--- src/hdl/apl_pkg.sv ---
package apl_pkg;

	localparam int unsigned SampleWidth = 10;
	localparam int unsigned CountWidth  = 16;
	localparam int unsigned CfgWidth    = 16;

	// request codes carried on req_type
	typedef enum logic [1:0] {
		REQ_SAMPLE   = 2'd0,
		REQ_EXTEND   = 2'd1,
		REQ_CONTRACT = 2'd2,
		REQ_STOP     = 2'd3
	} req_t;

	typedef enum logic [1:0] {
		MOTION_STOP     = 2'd0,
		MOTION_EXTEND   = 2'd1,
		MOTION_CONTRACT = 2'd2
	} motion_t;

	// configuration register indexes
	typedef enum logic [1:0] {
		CFG_USE_ENCODER     = 2'd0,
		CFG_MAX_EDGE_COUNT  = 2'd1,
		CFG_LEVEL_THRESHOLD = 2'd2,
		CFG_STALL_LIMIT     = 2'd3
	} cfg_idx_t;

	typedef struct packed {
		logic                   use_encoder;
		logic [CountWidth-1:0]  max_edge_count;
		logic [SampleWidth-1:0] level_threshold;
		logic [CountWidth-1:0]  stall_limit;
	} cfg_t;

	typedef struct packed {
		motion_t               motion;
		logic [CountWidth-1:0] edge_count;
		logic                  last_level;
		logic [CountWidth-1:0] idle_run;
	} track_t;

	typedef struct packed {
		logic                  drive_extend;
		logic                  drive_contract;
		logic                  accepted;
		logic [CountWidth-1:0] position;
	} res_t;

	localparam cfg_t CfgReset = '{
		use_encoder:     1'b1,
		max_edge_count:  16'd1000,
		level_threshold: 10'd512,
		stall_limit:     16'd100
	};

	localparam track_t TrackReset = '{
		motion:     MOTION_STOP,
		edge_count: '0,
		last_level: 1'b0,
		idle_run:   '0
	};

endpackage

--- src/hdl/apl_update.sv ---
module apl_update
	import apl_pkg::*;
(
	input  cfg_t                   cfg,
	input  track_t                 cur,
	input  logic [1:0]             req_type,
	input  logic [SampleWidth-1:0] sample,
	output track_t                 nxt,
	output res_t                   res
);

	logic level;
	logic step;
	logic below_max;
	logic above_zero;
	logic ok;

	assign level      = (sample > cfg.level_threshold);
	assign step       = (level != cur.last_level) || (cur.idle_run >= cfg.stall_limit);
	assign below_max  = (cur.edge_count < cfg.max_edge_count);
	assign above_zero = (cur.edge_count != '0);

	always_comb begin
		nxt = cur;
		ok  = 1'b1;
		case (req_t'(req_type))
			REQ_SAMPLE: begin
				if (cfg.use_encoder) begin
					if (step) begin
						if (cur.motion == MOTION_EXTEND && below_max) begin
							nxt.edge_count = cur.edge_count + 1'b1;
						end else if (cur.motion == MOTION_CONTRACT && above_zero) begin
							nxt.edge_count = cur.edge_count - 1'b1;
						end
						nxt.idle_run = '0;
					end else if (cur.idle_run != '1) begin
						nxt.idle_run = cur.idle_run + 1'b1;
					end
					nxt.last_level = level;
				end
			end
			REQ_EXTEND: begin
				if (!cfg.use_encoder || below_max) begin
					nxt.motion = MOTION_EXTEND;
				end else begin
					ok = 1'b0;
				end
			end
			REQ_CONTRACT: begin
				if (!cfg.use_encoder || above_zero) begin
					nxt.motion = MOTION_CONTRACT;
				end else begin
					ok = 1'b0;
				end
			end
			REQ_STOP: begin
				nxt.motion = MOTION_STOP;
			end
			default: begin
				nxt.motion = MOTION_STOP;
			end
		endcase
	end

	always_comb begin
		res.drive_extend   = (nxt.motion == MOTION_EXTEND);
		res.drive_contract = (nxt.motion == MOTION_CONTRACT);
		res.accepted       = ok;
		res.position       = nxt.edge_count;
	end

endmodule

--- src/hdl/actuator_position_limiter_unit.sv ---
// channel | signals                              | carries
// in      | in_valid, in_ready, req_type, sample | request or encoder sample transfer
// out     | out_valid, out_ready, drive_extend,  | one result transfer per request
//         | drive_contract, accepted, position   |
// cfg     | cfg_we, cfg_index, cfg_data          | register write, no handshake
//
// two register stages: an input register (_s1) and a result register (_s2)
// one item per cycle sustained while out_ready stays high; an item passes _s1, then _s2, which drives out_valid
// tracking state updates as an item moves from _s1 to _s2, so back to back
// items see each other's effect with no bubble
// a stall on out holds both stages; in_ready drops only when both are full
// arst_n clears valids, tracking state and configuration registers to their reset values
module actuator_position_limiter_unit
	import apl_pkg::*;
(
	input  logic                   clk,
	input  logic                   arst_n,
	input  logic                   in_valid,
	output logic                   in_ready,
	input  logic [1:0]             req_type,
	input  logic [SampleWidth-1:0] sample,
	output logic                   out_valid,
	input  logic                   out_ready,
	output logic                   drive_extend,
	output logic                   drive_contract,
	output logic                   accepted,
	output logic [CountWidth-1:0]  position,
	input  logic                   cfg_we,
	input  logic [1:0]             cfg_index,
	input  logic [CfgWidth-1:0]    cfg_data
);

	cfg_t   cfg_q;
	track_t track_q;
	track_t track_nxt;
	res_t   res_nxt;
	res_t   res_s2;

	logic                   valid_s1;
	logic [1:0]             req_s1;
	logic [SampleWidth-1:0] sample_s1;
	logic                   valid_s2;
	logic                   adv_s2;

	// result stage takes a new item when empty or being drained
	assign adv_s2   = valid_s1 && (!valid_s2 || out_ready);
	assign in_ready = !valid_s1 || adv_s2;

	// configuration registers
	always_ff @(posedge clk or negedge arst_n) begin
		if (!arst_n) begin
			cfg_q <= CfgReset;
		end else if (cfg_we) begin
			case (cfg_idx_t'(cfg_index))
				CFG_USE_ENCODER:     cfg_q.use_encoder     <= cfg_data[0];
				CFG_MAX_EDGE_COUNT:  cfg_q.max_edge_count  <= cfg_data[CountWidth-1:0];
				CFG_LEVEL_THRESHOLD: cfg_q.level_threshold <= cfg_data[SampleWidth-1:0];
				CFG_STALL_LIMIT:     cfg_q.stall_limit     <= cfg_data[CountWidth-1:0];
				default:             cfg_q                 <= cfg_q;
			endcase
		end
	end

	// input register
	always_ff @(posedge clk or negedge arst_n) begin
		if (!arst_n) begin
			valid_s1 <= 1'b0;
		end else if (in_ready) begin
			valid_s1 <= in_valid;
		end
	end

	always_ff @(posedge clk) begin
		if (in_ready && in_valid) begin
			req_s1    <= req_type;
			sample_s1 <= sample;
		end
	end

	apl_update u_update (
		.cfg      (cfg_q),
		.cur      (track_q),
		.req_type (req_s1),
		.sample   (sample_s1),
		.nxt      (track_nxt),
		.res      (res_nxt)
	);

	// tracking state commits as the item enters the result stage
	always_ff @(posedge clk or negedge arst_n) begin
		if (!arst_n) begin
			track_q <= TrackReset;
		end else if (adv_s2) begin
			track_q <= track_nxt;
		end
	end

	// result register
	always_ff @(posedge clk or negedge arst_n) begin
		if (!arst_n) begin
			valid_s2 <= 1'b0;
		end else if (!valid_s2 || out_ready) begin
			valid_s2 <= valid_s1;
		end
	end

	always_ff @(posedge clk) begin
		if (adv_s2) begin
			res_s2 <= res_nxt;
		end
	end

	assign out_valid      = valid_s2;
	assign drive_extend   = res_s2.drive_extend;
	assign drive_contract = res_s2.drive_contract;
	assign accepted       = res_s2.accepted;
	assign position       = res_s2.position;

endmodule

--- config.mk ---
export PLATFORM = sky130hd
export DESIGN_NAME = actuator_position_limiter_unit
export DESIGN_NICKNAME = d
export VERILOG_FILES = /design/src/hdl/apl_pkg.sv /design/src/hdl/apl_update.sv /design/src/hdl/actuator_position_limiter_unit.sv
export SDC_FILE = /design/constraint.sdc
export NUM_CORES = 1
export LEC_CHECK = 0
export ABC_AREA = 1
export ABC_CLOCK_PERIOD_IN_PS = 2600
export BUFFER_PORTS_ARGS = -buffer_cell sky130_fd_sc_hd__buf_2
export CORE_MARGIN = 5
export CORE_UTILIZATION = 40
export DETAILED_ROUTE_END_ITERATION = 10
export PLACE_DENSITY_LB_ADDON = 0.25
export SYNTH_ARGS = -nofsm -noshare
export SYNTH_HDL_FRONTEND = slang
export SYNTH_SLANG_ARGS = --single-unit
--- constraint.sdc ---
create_clock -name clk -period 2.6 [get_ports clk]
set_input_delay 0.52 -clock clk [delete_from_list [all_inputs] [get_ports clk]]
set_output_delay 0.52 -clock clk [all_outputs]
set_load 0.05 [all_outputs]
# Yosys cells after proc, flatten, opt, wreduce, memory -nomap -nowiden
# Cells that the tools add are included.
totals:
  ff_bits: 111
  word_cells: 69
classes:
  add_sub_neg: 3
  n_lt_le_gt_ge: 3
  n_eq_ne: 12
  mux: 13
  reduce_logical: 22
op_table:
  columns: ["operator", "count"]
  rows:
  - ["$mux W16", 5]
  - ["$mux W33", 2]
  - ["$add A16 B1 Y16 const B", 2]
  - ["$ge A16 B16 Y1", 1]
  - ["$lt A16 B16 Y1", 1]
  - ["$ne A16 B16 Y1 const B", 1]
  - ["$reduce_bool A16 Y1", 1]
  - ["$sub A16 B1 Y16 const B", 1]
  - ["$eq A2 B2 Y1 const B", 6]
  - ["$gt A10 B10 Y1", 1]
  - ["$eq A2 B1 Y1 const B", 4]
  - ["$reduce_and A2 Y1", 4]
  - ["$pmux W2 S3", 1]
  - ["$logic_or A1 B1 Y1", 5]
  - ["$logic_and A1 B1 Y1", 4]
  - ["$logic_not A2 Y1", 2]
  - ["$mux W2", 2]
  - ["$reduce_and A4 Y1", 1]
  - ["$logic_not A1 Y1", 3]
  - ["$reduce_and A3 Y1", 1]
  - ["$mux W1", 2]
  - ["$pmux W1 S2", 1]
  - ["$reduce_bool A2 Y1", 1]
  - ["$ne A1 B1 Y1", 1]

# Depth between registers and ports, before layout
depth:
  word_depth: 7
  mapped_depth: 19
  ltp_nobuf: 18

# Modules after synthesis
# A second synthesis with hierarchy kept.
hier_totals:
  hier_cells: 1004
  area_unflattened_um2: 7514.7
by_module_without_submodules:
  columns: ["module", "instances", "cells_per_inst", "area_each_um2"]
  rows:
  - ["actuator_position_limiter_unit", 1, 383, 4139.0]
  - ["apl_update", 1, 621, 3375.7]

# Worst setup path before layout
# No wires, ideal clock.
synth_path:
  kind: "register to register"
  start: "reg cfg_q[25] in the netlist's numbering"
  end: "reg res_s2 (netlist bit position[14]), data pin"
  setup_ns: 0.255
  arrival_ns: 1.949
  required_ns: 2.345
  setup_slack_ns: 0.396
  stages_incl_launch_ff: 15
  path_buffers: 1
  path_cell_list: "dfstp_2 inv_1 ha_1 nand2_1 inv_1 a21oi_1 nand3_2 nand2_2 nand2_1 nand2_1 nor2_4 nor2_2 buf_6 nand3_1 and2_1"
synth_lines:
  columns: ["element", "line", "text"]
  rows:
  - ["from (decl)", "actuator_position_limiter_unit.sv:33", "cfg_t cfg_q;"]
  - ["from (signal assigned)", "actuator_position_limiter_unit.sv:52", "cfg_q <= CfgReset;"]
  - ["from (signal assigned)", "actuator_position_limiter_unit.sv:59", "default: cfg_q <= cfg_q;"]
  - ["to (signal assigned)", "actuator_position_limiter_unit.sv:109", "res_s2 <= res_nxt;"]
  - ["to (decl)", "actuator_position_limiter_unit.sv:37", "res_t res_s2;"]

==> summary.txt <==
grt total ovfl: 0
Hold Crit Class: primary input to async pin
Initial Util: 0.403
Synth Area in XOR/XNOR: 0.0330
TritonCTS sink count: 111
RSZ-0062 raised after global routing: false
CP most frequent cell: nand2_1
initial antenna violation count: 0
first-pass iteration count of the detailed router: 5
CORE AREA: 17800 um^2
CTS H-Tree Depth: 3
post-route clock period utilization: 0.927
worst slew pin tran: 0.699 ns
PwrDens: 988 nW/um^2
Compound-Gate Fraction of Synth Area: 0.0708
Worst Setup End Kind: flip-flop
TritonCTS clock tree: built
Worst VDD drop: 0.647 mV
worst-path fanout max: 11
I/O Buffers: 55
R2R Path Start: cfg_q[25]$_DFFE_PN1P_
Final Critical Period: 2.41 ns
Mean Syn Cell Area: 7.86 um^2
Die Y: 144 um
total CTS buffers: 9
via count: 5838
relative slew slack: 0.533
WHS: 0.0888 ns
Mapped Area: 7160 um^2
post-synthesis sequential area ratio: 0.412
Worst EP required: 2.73 ns
die area: 20700 um^2
share of post-route cells with drive strength above 1: 0.150
Adder-Cell Fraction of Synth Area: 0.0856
DP HPWL: 12700 um
outcome: finished clean
Clock Path Buffers: 2
Final Cell Area: 8040 um^2
clk_lat worst skew: 0.37 ns
ys flop type: dfrtp_1
# fillers: 1814
Synth Area in Simple Gates: 0.299
row cnt: 49
TNS Setup: 0 ns
fraction of registers with async set/reset: 0.721
Layout area overhead: 12.3%
synth warn: 0
Remaining DRCs: 0
crit path cell chain: inv_1 > ha_1 > nand2_1 > inv_1 > a21oi_1 > nand3_2 > nand2_2 > nand2_1 > nand2_1 > nand2_4 > buf_4 > nand3_1 > nand2_1 > and2_1
Post CTS Setup Buffer Count: 0
P_leak: 4.05 nW
setup slack, reg-to-reg: 0.19 ns
Initial DRC Count: 317
post-synthesis net count: 995
EDFF count, synth: 31
placed cell area: 7710 um^2
top-level I/O count: 56
portion of netlist area occupied by mux cells: 0
Pins Over Slew Limit: 0
max layer used: met4
Crit path largest cell delay: 0.54 ns
wire length on met1: 7920 um
Worst Setup Start Kind: flip-flop
Critical-path top delay cell: dfstp_2
final hold vios: 0
Vias/cell: 4.84
number of library cell types mapped by synthesis: 41
DR WL met3: 496 um
Nets: 1055
antenna cells: 0
DIE WIDTH: 144 um
clk_skew: 0.0145 ns
Power Total: 7.94 mW
Total Wirelength: 16900 um
vias in the first global route: 5646
reg-to-reg endpoint: position[2]$_DFFE_PP_
Max Cap Violations: 0
largest net degree at the start of global routing: 53
Post-Synthesis Cells: 911
Placer Congestion: 0.953
Hold-fix buffers, CTS: 0
Yosys reg bits: 111
first-pass GRT wire length: 28000 um
Setup Viol. Count Final: 0
Routed Antenna Nets: 0
FF-to-FF path depth: 14
clk slew on worst S/H paths: 0.09 ns
CP Class: flip-flop to flip-flop
clk root buf: clkbuf_16
gr usage total: 0.171
WL per Instance: 14.1 um
largest family of logic cells by synthesized area: simple AND/OR/NAND/NOR gates
critical path arrival: 2.54 ns
Max Clk Rate: 415 MHz
met2 wire length: 8150 um
==> through the flow <==
| step | utilization | cells | worst slack [ns] |
|---|---|---|---|
| 2_1_floorplan | - | 911 | 0.396 |
| 3_3_place_gp | 0.434 | 1189 | 0.216 |
| 3_5_place_dp | 0.434 | 1189 | 0.176 |
| 4_1_cts | 0.452 | 1205 | 0.139 |
| 5_1_grt | 0.452 | 1205 | 0.0000111 |
| 6_report | 0.452 | 1205 | 0.189 |
==> routing by layer <==
layer / up-vias / GRT usage
li1: 3047 / -
met1: 2674 / 0.220
met2: 94 / 0.296
met3: 23 / 0.0273
met4: 0 / 0.0550
met5: - / 0
==> cells by family after synthesis <==
| kind of cell | Yosys count |
|---|---|
| AO/OA/AOI/OAI | 96 |
| XOR/XNOR | 27 |
| buffers and inverters | 162 |
| adder cells (fa/ha/maj) | 49 |
| flip-flops | 111 |
| AND/OR/NAND/NOR | 466 |
==> cells in the final DEF (no fill, tap or decap), types with 27 or more instances in the layout <==
cell,count
nand2_1,254
inv_1,128
dfrtp_1,69
nand3_1,60
nor2_1,57
o21ai_0,57
buf_2,54
ha_1,49
edfxtp_1,31
nand4_1,30
xor2_1,27
==> power by group <==
group | total (mW) | switching, mW | internal [mW]
clock | 1.45 | 0.750 | 0.701
combinational | 3.86 | 2.55 | 1.31
sequential | 2.63 | 0.356 | 2.27
==> worst max-delay path by stage <==
stage	slack [ns]	cells past startpoint	endpoint	start
global placement	0.22	13	position[15]$_DFFE_PP_	cfg_q[25]$_DFFE_PN1P_
finish	0.19	14	position[2]$_DFFE_PP_	cfg_q[25]$_DFFE_PN1P_
detailed placement	0.18	13	position[8]$_DFFE_PP_	cfg_q[25]$_DFFE_PN1P_
CTS	0.14	13	position[5]$_DFFE_PP_	cfg_q[25]$_DFFE_PN1P_
floorplan	0.40	14	position[14]$_DFFE_PP_	cfg_q[25]$_DFFE_PN1P_
global route	0.00001	14	position[2]$_DFFE_PP_	cfg_q[25]$_DFFE_PN1P_
==> synth_stat cells (9+ instances only) <==
cell type    n  area share
nand2_1    254        0.13
inv_1      128       0.067
dfrtp_1     69        0.24
nand3_1     60       0.042
nor2_1      57       0.030
o21ai_0     57       0.040
ha_1        49       0.086
edfxtp_1    31        0.13
nand4_1     30       0.026
xor2_1      27       0.033
a21oi_1     18       0.013
nor3_1      15       0.010
o21ai_1     13      0.0091
buf_6       12       0.019
and2_1      11      0.0096
clkbuf_1    11      0.0058
dfstp_2     11       0.040
nor2_2       9      0.0079
==> flip-flops by register name (all words and copies together) (netlist names) <==
register        count
valid_s1            1
drive_contract      1
cfg_q              43
out_valid           1
track_q            35
req_s1              2
sample_s1          10
drive_extend        1
position           16
accepted            1
==> worst max-delay path: cells and delay by family (launching register included) <==
kind	cells	cell delay (ns)
AO/OA/AOI/OAI	1	0.17
adder cells (fa/ha/maj)	1	0.29
buffers and inverters	3	0.28
flip-flops	1	0.54
AND/OR/NAND/NOR	9	0.88
==> cell type report <==
cell class                 count  area (um^2)  area share
clock buffer                   9          225      0.0280
timing repair buffer          79          483      0.0601
inverter                     132          498      0.0619
tap                          229          287      0.0356
multi-input combinational    638         3510       0.436
clock inverter                 7         93.8      0.0117
sequential                   111         2950       0.366
==> timing repair <==
| action | CTS | global route |
|---|---|---|
| gates resized for setup | 0 | 2 |
| setup endpoints to repair | 0 | 9 |
| endpoints found under the hold margin | 0 | 0 |
Power figures use the tool's default switching activity.
